==> config.mk <==
export PLATFORM = sky130hd
export DESIGN_NAME = indexed_removal_queue_top_flat
export DESIGN_NICKNAME = d
export VERILOG_FILES = /design/src/hw/rtl/idxq_pkg.sv /design/src/hw/rtl/idxq_if.sv /design/src/hw/rtl/indexed_removal_queue_top.sv /design/src/flat_wrapper.sv
export SDC_FILE = /design/constraint.sdc
export NUM_CORES = 1
export LEC_CHECK = 0
export ABC_AREA = 1
export ABC_CLOCK_PERIOD_IN_PS = 4650
export BUFFER_PORTS_ARGS = -buffer_cell sky130_fd_sc_hd__buf_2
export CAP_MARGIN = 20
export CORE_MARGIN = 2
export CORE_UTILIZATION = 33
export CTS_CLUSTER_SIZE = 25
export DETAILED_ROUTE_END_ITERATION = 6
export PLACE_DENSITY = 0.47
export SKIP_CTS_REPAIR_TIMING = 1
export SYNTH_ARGS = -nofsm -noshare
export SYNTH_HDL_FRONTEND = slang
export SYNTH_SLANG_ARGS = --single-unit
==> constraint.sdc <==
create_clock -name i_clk -period 4.65 [get_ports i_clk]
set_clock_uncertainty 0.05 [all_clocks]
set_input_delay 0.6975 -clock i_clk [delete_from_list [all_inputs] [get_ports i_clk]]
set_output_delay 0.6975 -clock i_clk [all_outputs]
set_load 0.03 [all_outputs]
==> src/hw/rtl/idxq_pkg.sv <==
package idxq_pkg;

    localparam int DEPTH  = 16;
    localparam int IDX_W  = $clog2(DEPTH);
    localparam int CNT_W  = $clog2(DEPTH + 1);
    localparam int DATA_W = 32;

    typedef enum logic [1:0] {
        CMD_PUSH   = 2'd0,
        CMD_POP    = 2'd1,
        CMD_READ   = 2'd2,
        CMD_REMOVE = 2'd3
    } t_cmd;

    typedef enum logic [1:0] {
        ST_OK   = 2'd0,
        ST_MISS = 2'd1,
        ST_FULL = 2'd2
    } t_status;

    typedef enum logic [1:0] {
        S_IDLE  = 2'd0,
        S_FETCH = 2'd1,
        S_SHIFT = 2'd2,
        S_DONE  = 2'd3
    } t_state;

endpackage

==> src/hw/rtl/idxq_if.sv <==
interface idxq_req_if import idxq_pkg::*; ();
    logic                     valid;
    logic                     ready;
    logic [1:0]               cmd;
    logic signed [DATA_W-1:0] value;
    logic [IDX_W-1:0]         position;

    modport source (output valid, output cmd, output value, output position, input ready);
    modport sink   (input valid, input cmd, input value, input position, output ready);
endinterface

interface idxq_rsp_if import idxq_pkg::*; ();
    logic                     valid;
    logic                     ready;
    logic signed [DATA_W-1:0] data_out;
    logic [1:0]               status;
    logic [CNT_W-1:0]         fill_count;

    modport source (output valid, output data_out, output status, output fill_count, input ready);
    modport sink   (input valid, input data_out, input status, input fill_count, output ready);
endinterface

==> src/hw/rtl/indexed_removal_queue_top.sv <==
// Ordered queue of signed 32-bit values with removal at any position.
// Requests arrive on i_req (cmd, value, position); every request yields one
// response on o_rsp (data_out, status, fill_count) with valid/ready transfers.
// Commands: push at tail, pop head, read at position, remove at position.
// A push on a full queue is dropped with status full; a pop on an empty queue
// or a position not below the fill count reports a miss and changes nothing.
// A push or a miss goes straight to the done state; a read passes through the
// fetch state for the registered memory read; a pop or remove fetches the entry
// and then shifts each later entry down into the gap (a pop uses position 0).
// A new request is accepted only after the done state has loaded the response,
// so no request overlaps the one before it.
// The gap is closed one entry per cycle through the single read port of the
// entry memory, with one shared index unit (adders and compare) driving the move.
// One request is processed at a time; i_req.ready is high only while idle.
// The response sits in an output register, so the next request is accepted
// while a finished response still waits; a response that cannot be loaded
// because the receiver stalls holds the sequencer until the register frees.
// Synchronous reset empties the queue and drops any pending response.
module indexed_removal_queue_top import idxq_pkg::*; (
    input  logic        i_clk,
    input  logic        i_rst_n,
    idxq_req_if.sink    i_req,
    idxq_rsp_if.source  o_rsp
);

    logic signed [DATA_W-1:0] mem [DEPTH];

    t_state                   r_state,      n_state;
    t_cmd                     r_cmd,        n_cmd;
    logic [IDX_W-1:0]         r_idx,        n_idx;
    logic [CNT_W-1:0]         r_count,      n_count;
    logic signed [DATA_W-1:0] r_res_data,   n_res_data;
    t_status                  r_res_status, n_res_status;
    logic                     r_out_valid,  n_out_valid;
    logic signed [DATA_W-1:0] r_out_data,   n_out_data;
    t_status                  r_out_status, n_out_status;
    logic [CNT_W-1:0]         r_out_count,  n_out_count;
    logic signed [DATA_W-1:0] r_rd_data;

    logic                     w_in_acc;
    t_cmd                     w_in_cmd;
    logic [IDX_W-1:0]         w_in_addr;
    logic                     w_in_miss;
    logic                     w_full;
    logic                     w_out_free;
    logic [CNT_W-1:0]         w_step;
    logic [CNT_W-1:0]         w_src;
    logic                     w_more;
    logic                     w_we;
    logic [IDX_W-1:0]         w_wr_addr;
    logic signed [DATA_W-1:0] w_wr_data;
    logic [IDX_W-1:0]         w_rd_addr;

    assign i_req.ready = (r_state == S_IDLE);
    assign w_in_acc    = i_req.valid && i_req.ready;
    assign w_in_cmd    = t_cmd'(i_req.cmd);
    assign w_in_addr   = (w_in_cmd == CMD_POP) ? IDX_W'(0) : i_req.position;
    assign w_full      = (r_count == CNT_W'(DEPTH));
    assign w_in_miss   = (w_in_cmd == CMD_POP) ? (r_count == CNT_W'(0))
                                               : ({1'b0, i_req.position} >= r_count);
    assign w_out_free  = !r_out_valid || o_rsp.ready;

    // Shared index unit: during a shift the destination advances by one, and the
    // next source is the entry just after it.
    assign w_step    = (r_state == S_SHIFT) ? ({1'b0, r_idx} + CNT_W'(1)) : {1'b0, r_idx};
    assign w_src     = w_step + CNT_W'(1);
    assign w_more    = (w_src < r_count);
    assign w_rd_addr = (r_state == S_IDLE) ? w_in_addr : w_src[IDX_W-1:0];

    assign o_rsp.valid      = r_out_valid;
    assign o_rsp.data_out   = r_out_data;
    assign o_rsp.status     = r_out_status;
    assign o_rsp.fill_count = r_out_count;

    always_comb begin
        n_state = r_state;
        unique case (r_state)
            S_IDLE: begin
                if (w_in_acc) begin
                    if (w_in_cmd == CMD_PUSH || w_in_miss) begin
                        n_state = S_DONE;
                    end else begin
                        n_state = S_FETCH;
                    end
                end
            end
            S_FETCH: begin
                if (r_cmd == CMD_READ || !w_more) begin
                    n_state = S_DONE;
                end else begin
                    n_state = S_SHIFT;
                end
            end
            S_SHIFT: begin
                if (!w_more) begin
                    n_state = S_DONE;
                end
            end
            S_DONE: begin
                if (w_out_free) begin
                    n_state = S_IDLE;
                end
            end
            default: n_state = S_IDLE;
        endcase
    end

    always_comb begin
        n_cmd        = r_cmd;
        n_idx        = r_idx;
        n_count      = r_count;
        n_res_data   = r_res_data;
        n_res_status = r_res_status;
        n_out_valid  = r_out_valid;
        n_out_data   = r_out_data;
        n_out_status = r_out_status;
        n_out_count  = r_out_count;
        w_we         = 1'b0;
        w_wr_addr    = r_idx;
        w_wr_data    = r_rd_data;

        if (r_out_valid && o_rsp.ready) begin
            n_out_valid = 1'b0;
        end

        unique case (r_state)
            S_IDLE: begin
                if (w_in_acc) begin
                    n_cmd        = w_in_cmd;
                    n_idx        = w_in_addr;
                    n_res_data   = '0;
                    n_res_status = ST_OK;
                    if (w_in_cmd == CMD_PUSH) begin
                        if (w_full) begin
                            n_res_status = ST_FULL;
                        end else begin
                            w_we      = 1'b1;
                            w_wr_addr = r_count[IDX_W-1:0];
                            w_wr_data = i_req.value;
                            n_count   = r_count + CNT_W'(1);
                        end
                    end else if (w_in_miss) begin
                        n_res_status = ST_MISS;
                    end
                end
            end
            S_FETCH: begin
                n_res_data = r_rd_data;
                if (r_cmd != CMD_READ && !w_more) begin
                    n_count = r_count - CNT_W'(1);
                end
            end
            S_SHIFT: begin
                // The entry read last cycle moves down into the current gap.
                w_we      = 1'b1;
                w_wr_addr = r_idx;
                w_wr_data = r_rd_data;
                n_idx     = w_step[IDX_W-1:0];
                if (!w_more) begin
                    n_count = r_count - CNT_W'(1);
                end
            end
            S_DONE: begin
                if (w_out_free) begin
                    n_out_valid  = 1'b1;
                    n_out_data   = r_res_data;
                    n_out_status = r_res_status;
                    n_out_count  = r_count;
                end
            end
            default: ;
        endcase
    end

    always_ff @(posedge i_clk) begin
        if (!i_rst_n) begin
            r_state     <= S_IDLE;
            r_count     <= '0;
            r_out_valid <= 1'b0;
        end else begin
            r_state     <= n_state;
            r_count     <= n_count;
            r_out_valid <= n_out_valid;
        end
    end

    always_ff @(posedge i_clk) begin
        r_cmd        <= n_cmd;
        r_idx        <= n_idx;
        r_res_data   <= n_res_data;
        r_res_status <= n_res_status;
        r_out_data   <= n_out_data;
        r_out_status <= n_out_status;
        r_out_count  <= n_out_count;
    end

    always_ff @(posedge i_clk) begin
        if (w_we) begin
            mem[w_wr_addr] <= w_wr_data;
        end
        r_rd_data <= mem[w_rd_addr];
    end

endmodule

==> src/flat_wrapper.sv <==
// flat-port wrapper written by rule: the top's interface ports become plain ports
module indexed_removal_queue_top_flat import idxq_pkg::*;
  (i_clk, i_rst_n, i_req_valid, i_req_cmd, i_req_value, i_req_position, i_req_ready, o_rsp_valid, o_rsp_data_out, o_rsp_status, o_rsp_fill_count, o_rsp_ready);
  idxq_req_if i_req_i ();
  idxq_rsp_if o_rsp_i ();
  input  logic i_clk;
  input  logic i_rst_n;
  input wire logic [$bits(i_req_i.valid)-1:0] i_req_valid;
  input wire logic [$bits(i_req_i.cmd)-1:0] i_req_cmd;
  input wire logic [$bits(i_req_i.value)-1:0] i_req_value;
  input wire logic [$bits(i_req_i.position)-1:0] i_req_position;
  output wire logic [$bits(i_req_i.ready)-1:0] i_req_ready;
  output wire logic [$bits(o_rsp_i.valid)-1:0] o_rsp_valid;
  output wire logic [$bits(o_rsp_i.data_out)-1:0] o_rsp_data_out;
  output wire logic [$bits(o_rsp_i.status)-1:0] o_rsp_status;
  output wire logic [$bits(o_rsp_i.fill_count)-1:0] o_rsp_fill_count;
  input wire logic [$bits(o_rsp_i.ready)-1:0] o_rsp_ready;
  assign i_req_i.valid = i_req_valid;
  assign i_req_i.cmd = i_req_cmd;
  assign i_req_i.value = i_req_value;
  assign i_req_i.position = i_req_position;
  assign i_req_ready = i_req_i.ready;
  assign o_rsp_valid = o_rsp_i.valid;
  assign o_rsp_data_out = o_rsp_i.data_out;
  assign o_rsp_status = o_rsp_i.status;
  assign o_rsp_fill_count = o_rsp_i.fill_count;
  assign o_rsp_i.ready = o_rsp_ready;
  indexed_removal_queue_top u_core (.i_clk(i_clk), .i_rst_n(i_rst_n), .i_req(i_req_i), .o_rsp(o_rsp_i));
endmodule
* After elaboration in Yosys (flattened, before gate mapping)
Memories as Yosys holds them, arrays and structs flattened. A register that Yosys moved wholly into a read port is not among the register bits.
Index checks and enable logic that the tools add are counted.
** Cells by class
- Add/subtract/negate cells :: 4
- $lt $le $gt $ge :: 2
- Equal/unequal tests :: 13
- Multiplexer cells :: 40
- Reduce and logical (&&, ||, !) cells :: 20
** Operators with widths (count)
- 2-to-1 mux 32 bit :: 5
- case mux 32 bit (2 select lines) :: 1
- 2-to-1 mux 5 bit :: 6
- 2-to-1 mux 4 bit :: 7
- case mux 5 bit (3 select lines) :: 1
- 2-to-1 mux 2 bit :: 6
- 2-to-1 mux 1 bit :: 11
- adder 5 x 1 -> 5 bit, second input constant :: 2
- inequality test 2 bit, second input constant :: 5
- case mux 2 bit (4 select lines) :: 1
- case mux 4 bit (2 select lines) :: 1
- AND reduction 2 bit :: 4
- == test 2 bit, second input constant :: 3
- AND reduction 6 bit :: 1
- adder 4 x 1 -> 5 bit, second input constant :: 1
- == test 5 bit, second input constant :: 1
- >= comparator 4 x 5 -> 1 bit :: 1
- zero test 5 bit :: 1
- < comparator 5 bit :: 1
- subtractor 5 x 1 -> 5 bit, second input constant :: 1
- == test 2 x 1 -> 1 bit, second input constant :: 2
- zero test 2 bit :: 2
- inequality test 2 x 1 -> 1 bit, second input constant :: 2
- nonzero test 2 bit :: 2
- 6 further kinds :: 11
** Storage, ports and cells
- Register bits after elaboration :: 87
- Bits in writable memories :: 512
- Output and inout port bits :: 41
- Logic and storage cells :: 90
- Memories :: 1
** Memories
- u_core.mem :: depth 16, bits a word 32, read ports 1, clocked after memory_dff 1, wr ports 1, RTL line indexed_removal_queue_top.sv:26 : logic signed [DATA_W-1:0] mem [DEPTH];

* Longest topological paths before layout
Gate-level depths: netlist of the first run.
- Word-level depth :: 8
- Depth in mapped cells :: 22

* Worst setup path before layout of the first run
Ideal clock, no wire load.
- Path kind :: register -> register
- Start :: register u_core.r_state[1]
- End :: memory u_core.mem[0][0], enable pin
- Data arrival time :: 3.203 ns
- Data required time :: 4.179 ns
- Slack :: 0.976 ns
- Cell stages (with the launch flop) :: 11
- Buffers on the path :: 2
- Period minus slack after synthesis :: 3.674 ns
- Path through :: dfxtp_1 -> inv_1 -> ha_1 -> buf_4 -> nand2_1 -> nor2_1 -> nand2_1 -> buf_6 -> o21ai_0 -> nand2_1 -> nor2_1
** Between the ends
- Longest elaborated chain between the ends :: 6
- Elaborated cells between the ends (all ways) :: 9
- Classes of those cells :: eq/ne (1); mux (6); reduce/logical (2)
** Ends and longest elaborated chain
- from (decl) :: RTL line indexed_removal_queue_top.sv:28 : t_state r_state, n_state;
- from (signal assigned) :: RTL line indexed_removal_queue_top.sv:181 : r_state <= n_state;
- zero test 2 bit (*) :: RTL line indexed_removal_queue_top.sv:54 : assign i_req.ready = (r_state == S_IDLE);
- net i_req_ready :: RTL line flat_wrapper.sv:12 : output wire logic [$bits(i_req_i.ready)-1:0] i_req_ready;
- logical AND 1 bit :: RTL line indexed_removal_queue_top.sv:55 : assign w_in_acc = i_req.valid && i_req.ready;
- 2-to-1 mux 1 bit :: RTL line indexed_removal_queue_top.sv:128 : if (w_in_acc) begin
- case mux 1 bit (2 select lines) :: RTL line indexed_removal_queue_top.sv:126 : unique case (r_state)
- 2-to-1 mux 1 bit :: RTL line indexed_removal_queue_top.sv:198 : if (w_we) begin
- 2-to-1 mux 1 bit (implied by the code) :: RTL line indexed_removal_queue_top.sv:199 : mem[w_wr_addr] <= w_wr_data;
- to (decl) :: RTL line indexed_removal_queue_top.sv:26
The timed path passes the listed nets; every way through them passes the cells marked *.

* Worst setup path in the final report of the first run
- Start :: register u_core.r_state[1]
- End :: memory u_core.mem[3][15], enable pin
** Between the ends
- Longest elaborated chain between the ends :: 6
- Elaborated cells between the ends (all ways) :: 9
- Classes of those cells :: eq/ne (1); mux (6); reduce/logical (2)
** Ends and longest elaborated chain (RTL line)
- zero test 2 bit :: indexed_removal_queue_top.sv:54, indexed_removal_queue_top.sv:126
- logical AND 1 bit :: indexed_removal_queue_top.sv:55
- 2-to-1 mux 1 bit :: indexed_removal_queue_top.sv:128
- case mux 1 bit (2 select lines) :: indexed_removal_queue_top.sv:126
- 2-to-1 mux 1 bit :: indexed_removal_queue_top.sv:198
- 2-to-1 mux 1 bit (implied by the code) :: indexed_removal_queue_top.sv:199
Parallel ways exist; a longest one is shown, timed or not.

==> results of run 1 <==
## per-layer routing
layer  vias up  track usage  part of all wire
met3        94       0.0309             0.055
met5         -            0                 0
met2       427        0.271              0.46
met1      9113        0.240              0.47
li1       9060            -                 -
met4         0       0.0446             0.020
## final cells by class
cell class	count	area, um^2
repair buffers	129	976
multi-input cells	1436	6920
flip-flops and latches	631	18500
clock buffers	109	2150
well taps	1134	1420
inverters	543	2040
clock inverters	25	253
fillers	8262	51600
## cells in the final DEF, fill, tap and decap left out, types with 7 or more instances in the layout
cell         n
nand2_1    735
edfxtp_1   591
inv_1      537
nand3_1    536
buf_2       82
clkbuf_16   75
dfxtp_1     40
nand3b_1    32
mux2_2      32
buf_4       30
clkbuf_1    19
nor2_4      17
buf_12      17
ha_1        16
clkbuf_8    15
a21oi_1     13
nor2_1      12
clkinv_2     9
o21ai_0      8
nand2_2      7
## worst max-delay path: cells and delay by family (launching register included)
kind,cells,cell delay [ns]
AND/OR/NAND/NOR,5,1.59
buffers and inverters,2,0.49
flip-flops,1,0.33
AO/OA/AOI/OAI,1,0.51
adder cells (fa/ha/maj),1,0.57
## metrics by stage
stage,setup WS (ns),hold WS [ns],utilization,power [mW]
after floorplan,0.976,0.350,-,14.3
after global routing,0.354,0.234,0.385,24.4
after detailed placement,0.713,0.355,0.356,17.3
after global placement,0.839,0.350,0.356,17.2
after CTS,0.693,0.214,0.385,23.1
final,0.732,0.256,0.385,22.8
## how the worst min path moves through the flow
stage	start	to	slack [ns]	cells after the start
global route	i_req_cmd[1]	u_core.r_cmd[1]$_DFFE_PP_	0.23	1
CTS	i_req_cmd[1]	u_core.r_cmd[1]$_DFFE_PP_	0.21	1
floorplan	u_core.r_res_data[0]$_SDFFCE_PN0P_	u_core.o_rsp.data_out[0]$_DFFE_PP_	0.35	0
finish	i_req_cmd[0]	u_core.r_cmd[0]$_DFFE_PP_	0.26	1
global placement	u_core.r_res_data[8]$_SDFFCE_PN0P_	u_core.o_rsp.data_out[8]$_DFFE_PP_	0.35	0
detailed placement	u_core.r_res_data[21]$_SDFFCE_PN0P_	u_core.o_rsp.data_out[21]$_DFFE_PP_	0.36	0
## flip-flops by register name (all words and copies together), names as in the netlist
register                 flops
u_core.r_idx                 4
u_core.r_cmd                 2
u_core.o_rsp.data_out       32
u_core.o_rsp.valid           1
u_core.r_res_data           32
u_core.r_count               5
u_core.r_state               2
u_core.r_rd_data            32
u_core.o_rsp.fill_count      5
u_core.r_res_status          2
u_core.o_rsp.status          2
u_core.mem                 512
## kinds of logic (layout without fill, tap and decap cells)
family / Yosys count / count (layout) / share of synthesized area
AO/OA/AOI/OAI: 30 / 30 / 0.00561
XOR/XNOR: 6 / 6 / 0.00187
adder cells (fa/ha/maj): 18 / 18 / 0.00829
multiplexers: 32 / 32 / 0.0128
flip-flops: 631 / 631 / 0.661
AND/OR/NAND/NOR: 1350 / 1350 / 0.211
buffers and inverters: 686 / 806 / 0.100
## power breakdown
| group | total [mW] | switching (mW) | internal (mW) | leakage [nW] |
|---|---|---|---|---|
| Clock | 5.69 | 2.30 | 3.39 | 1.18 |
| Sequential | 8.01 | 0.367 | 7.65 | 5.75 |
| Combinational | 9.09 | 6.58 | 2.51 | 7.27 |
## Yosys cell counts
| cell | n | share of area |
|---|---|---|
| nand2_1 | 738 | 0.099 |
| edfxtp_1 | 591 | 0.63 |
| inv_1 | 537 | 0.072 |
| nand3_1 | 537 | 0.096 |
| buf_2 | 109 | 0.019 |
| dfxtp_1 | 40 | 0.029 |
| mux2_2 | 32 | 0.013 |
| nand3b_1 | 32 | 0.0086 |
| nor2_1 | 28 | 0.0037 |
| buf_4 | 20 | 0.0053 |
| ha_1 | 17 | 0.0076 |
| a21oi_1 | 14 | 0.0025 |
| clkbuf_1 | 11 | 0.0015 |
| o21ai_0 | 9 | 0.0016 |
| nand2_2 | 5 | 0.0011 |
| nand4_1 | 4 | 0.00089 |
| buf_6 | 3 | 0.0012 |
| inv_2 | 3 | 0.00040 |
| o21ai_1 | 3 | 0.00053 |
| xnor2_1 | 3 | 0.00094 |
| xor2_1 | 3 | 0.00094 |
| clkinv_1 | 2 | 0.00027 |
| nand2_4 | 2 | 0.00080 |
| o22ai_1 | 2 | 0.00045 |
| a21boi_0 | 1 | 0.00027 |
| a21o_1 | 1 | 0.00027 |
| fa_1 | 1 | 0.00071 |
| inv_4 | 1 | 0.00022 |
| nand3_2 | 1 | 0.00036 |
| nor2_2 | 1 | 0.00022 |
| nor2_4 | 1 | 0.00040 |
| or2_1 | 1 | 0.00022 |
==> flow_metrics.tcl, run 1 <==
set metrics [dict create \
    syn_nets 2813 \
    portBuffers 82 \
    synth_warnings 0 \
    num_rows 106 \
    dieHeight_um 296 \
    worstReg2RegEnd "u_core.mem[3][15]$_DFFE_PP_" \
    crit_path_top_delay_cell "ha_1" \
    cts_root_buf "clkbuf_16" \
    crit_path_start "u_core.r_state[1]$_SDFFE_PN0P_" \
    worst-setup-path-type "flop to flop" \
    cpMostUsedCell "nand2_1" \
    finalHoldViolCount 0 \
    timing.rr.start "u_core.r_state[1]$_SDFFE_PN0P_" \
    p_per_area_mw_per_mm2 706 \
    core_mm2 0.0840 \
    wl_per_cell_um 18.4 \
    cts_buffer_depth 3 \
    vias_per_cell 4.67 \
    r2r_cells 9 \
    crit_required_ns 4.87 \
    layoutNonFillerInstCount 4007 \
    drtIter0Drc 1461 \
    ys_seq_elements 631 \
    dr_total_vias 18694 \
    synth.distinct_cells 32 \
    clkLatencyLatePin_ns 0.62 \
    cts_tree "yes" \
    numCtsBuffers 73 \
    ios 83 \
    grt_max_degree 167 \
    clk_pin_slew_ns 0.06 \
    syn2layout_area_growth_pct 15.1 \
    htree_levels 3 \
    crit_fanout 19 \
    syn_inst 2753 \
    ys_seq_area_frac 0.661 \
    tightest_slew_ns 0.943 \
    overflow 0 \
    fmax_ghz 0.255 \
    initial_core_util 0.334 \
    status "complete, no violations" \
    drive_above_1_share 0.108 \
    die-area_mm2 0.0874 \
    r2r_slack_ns 0.73 \
    grt_pass1_wl_um 113000 \
    maxSlewHeadroom 0.370 \
    dpl-instance-area_mm2 0.0299 \
    rsz0062_at_grt "false" \
    cp-end-kind "flop" \
    ant_nets 0 \
    die_w_um 296 \
    ir_worst_vdd_mv 0.748 \
    avgSynthCellArea_um2 10.2 \
    diodes 0 \
    drtPass1Iterations 5 \
    drc 0 \
    hp-class "primary input to flop" \
    nNetsFinal 2874 \
    min_period_ns 3.92 \
    hpwl_um 42500 \
    grt_pass1_vias 18232 \
    crit_arrival_ns 4.14 \
    crit_chain "inv_1 -> ha_1 -> nand2_1 -> nor2_1 -> nand2_2 -> o21ai_0 -> nand2_1 -> nor2_4 -> buf_4" \
    p_leak_nw 14.2 \
    syn_area_mm2 0.0281 \
    startpoint_type "flop" \
    antenna_found_initial 2 \
    setup_viol 0 \
    clkSinkCount 631 \
    grtUsageTotal 0.171 \
    max_cap_violations 0 \
    wirelength_um 73700 \
    cpPeakStageDelay_ns 0.57 \
    gp_congestion 0.806 \
    fin_tns_setup_ns 0 \
    finalMaxSlewViolations 0 \
    finalInstanceArea_mm2 0.0323 \
    crit_path_end "u_core.mem[3][15]$_DFFE_PP_" \
    layout_worst_path_cycle_share 0.842 \
    dp_cells 3873 \
]
Power figures use the tool's default switching activity.
==> run 2: changes to the inputs <==
--- a/config.mk
+++ b/config.mk
@@ -6,7 +6,7 @@
 export NUM_CORES = 1
 export LEC_CHECK = 0
 export ABC_AREA = 1
-export ABC_CLOCK_PERIOD_IN_PS = 4650
+export ABC_CLOCK_PERIOD_IN_PS = 4100
 export BUFFER_PORTS_ARGS = -buffer_cell sky130_fd_sc_hd__buf_2
 export CAP_MARGIN = 20
 export CORE_MARGIN = 2
==> constraint.sdc (replaced) <==
create_clock -name i_clk -period 4.1 [get_ports i_clk]
set_clock_uncertainty 0.05 [all_clocks]
set_input_delay 0.615 -clock i_clk [delete_from_list [all_inputs] [get_ports i_clk]]
set_output_delay 0.615 -clock i_clk [all_outputs]
set_load 0.03 [all_outputs]
==> run 2 against run 1 <==
  * Final area grew 0.33%
  * Critical path depth rose by 5
  * Hold slack got worse by 0.11 ns
  * Sequential cell count unchanged
  * Power is 17% higher
  * Clock power up 20%
  * Combinational power is 20% higher
  * Clock-buffer cell count is 6 lower
  * Sequential power up 13%
  * Non-clock buffer count grew 5
  * Highest routed layer is now met5
  * Sequential share of layout area decreased by 0.19 points
  * Routed wire length increased by 7.7%
==> flow_metrics.tcl, run 2 (synthesis gave the netlist of run 1 again) <==
set metrics [dict create \
    startpoint_type "flop" \
    wl_per_cell_um 19.8 \
    htree_levels 3 \
    fin_tns_setup_ns 0 \
    finalMaxSlewViolations 0 \
    initial_core_util 0.334 \
    cpMostUsedCell "nand2_1" \
    grtUsageTotal 0.183 \
    cts_buffer_depth 3 \
    cpLargestDelayFamily "simple AND/OR/NAND/NOR gates" \
    hpwl_um 46800 \
    clkSinkCount 631 \
    drc 0 \
    cts_root_buf "clkbuf_16" \
    hp-class "primary input to flop" \
    grt_max_degree 151 \
    die_w_um 296 \
    dieHeight_um 296 \
    diodes 0 \
    finalInstanceArea_mm2 0.0324 \
    status "complete, no violations" \
    layout_commonest_cell "nand2_1" \
    core_mm2 0.0840 \
    maxSlewHeadroom 0.377 \
    largest_reg_flops 512 \
    p_per_area_mw_per_mm2 826 \
    syn2layout_area_growth_pct 15.4 \
    overflow 0 \
    worst-path-buf-inv 4 \
    crit_arrival_ns 3.82 \
    crit_path_top_delay_cell "nand2_8" \
    dr_total_vias 19037 \
    p_leak_nw 14.3 \
    vias_per_cell 4.74 \
    max_cap_violations 0 \
    antenna_found_initial 3 \
    dpl-instance-area_mm2 0.0299 \
    wirelength_um 79300 \
    min_period_ns 3.35 \
    drtIter0Drc 1324 \
    grt_pass1_vias 18812 \
    cpPeakStageDelay_ns 0.50 \
    worst-setup-path-type "flop to flop" \
    drive_above_1_share 0.106 \
    nNetsFinal 2879 \
    crit_fanout 44 \
    clkLatencyLatePin_ns 0.63 \
    crit_required_ns 4.57 \
    crit_chain "inv_1 -> ha_1 -> buf_4 -> inv_1 -> nand3_4 -> nand2_8 -> buf_4 -> nand2_1 -> nand3_1 -> nand2_1 -> nand2_1 -> nand2_1 -> nand2_1 -> nand2_1" \
    layout_worst_path_cycle_share 0.818 \
    clk_pin_slew_ns 0.06 \
    setup_viol 0 \
    rsz0062_at_grt "false" \
    tightest_slew_ns 0.934 \
    ios 83 \
    ir_worst_vdd_mv 0.647 \
    top_register "u_core.mem" \
    finalHoldViolCount 0 \
    fmax_ghz 0.298 \
    num_rows 106 \
    numCtsBuffers 73 \
    grt_pass1_wl_um 120000 \
    cp-end-kind "flop" \
    cts_tree "yes" \
    gp_congestion 0.785 \
    portBuffers 82 \
    drtPass1Iterations 7 \
    die-area_mm2 0.0874 \
    layout_common_cells "nand2_1, edfxtp_1, inv_1" \
    ant_nets 0 \
]
==> run 2: changes by cell type in the layout (fill, tap and decap cells not counted), sizes merged <==
cell and delta:
bufinv +8, clkbuf -6, buf +5, inv +3, clkinv -2, clkinvlp -2
==> run 2: final timing paths <==
check / start / end / slack (ns) / depth (start not counted)
worst min register to register: u_core.r_res_data[28]$_SDFFCE_PN0P_ / u_core.o_rsp.data_out[28]$_DFFE_PP_ / 0.37 / 0
worst max-delay path: u_core.r_state[0]$_SDFFE_PN0P_ / u_core.r_rd_data[5]$_DFF_P_ / 0.75 / 14
worst min-delay path: i_req_cmd[1] / u_core.r_cmd[1]$_DFFE_PP_ / 0.15 / 1
worst max register to register: u_core.r_state[0]$_SDFFE_PN0P_ / u_core.r_rd_data[5]$_DFF_P_ / 0.75 / 14
==> run 2: per-layer routing <==
layer  track usage  vias up  wire length, um
li1              -     9053                -
met1         0.253     9374            36600
met2         0.300      483            37000
met3        0.0280      123             4120
met4        0.0489        4             1620
met5             0        -               22
==> run 2: cell type report <==
| class | count | area, um^2 |
|---|---|---|
| multi-input combinational | 1436 | 6920 |
| clock buffer | 103 | 1970 |
| tap | 1134 | 1420 |
| fill | 8176 | 51500 |
| inverter | 543 | 2040 |
| timing repair buffer | 134 | 996 |
| clock inverter | 32 | 524 |
| sequential | 631 | 18500 |
==> run 2: report_power, final <==
part | switching, mW | total, mW | internal, mW
Sequential | 0.406 | 9.08 | 8.68
Clock | 2.72 | 6.82 | 4.10
Combinational | 7.96 | 10.9 | 2.90
Total | 11.1 | 26.8 | 15.7
==> run 2: stage by stage <==
step	hold slack (ns)	instances	worst slack, ns	power, mW	utilization
6_report	0.147	4013	0.745	26.8	0.386
4_1_cts	0.112	4013	0.768	27.0	0.386
3_3_place_gp	0.352	3877	0.821	20.1	0.356
2_1_floorplan	0.350	2753	0.426	16.2	-
5_1_grt	0.131	4013	0.421	28.5	0.386
3_5_place_dp	0.355	3878	0.795	20.2	0.356
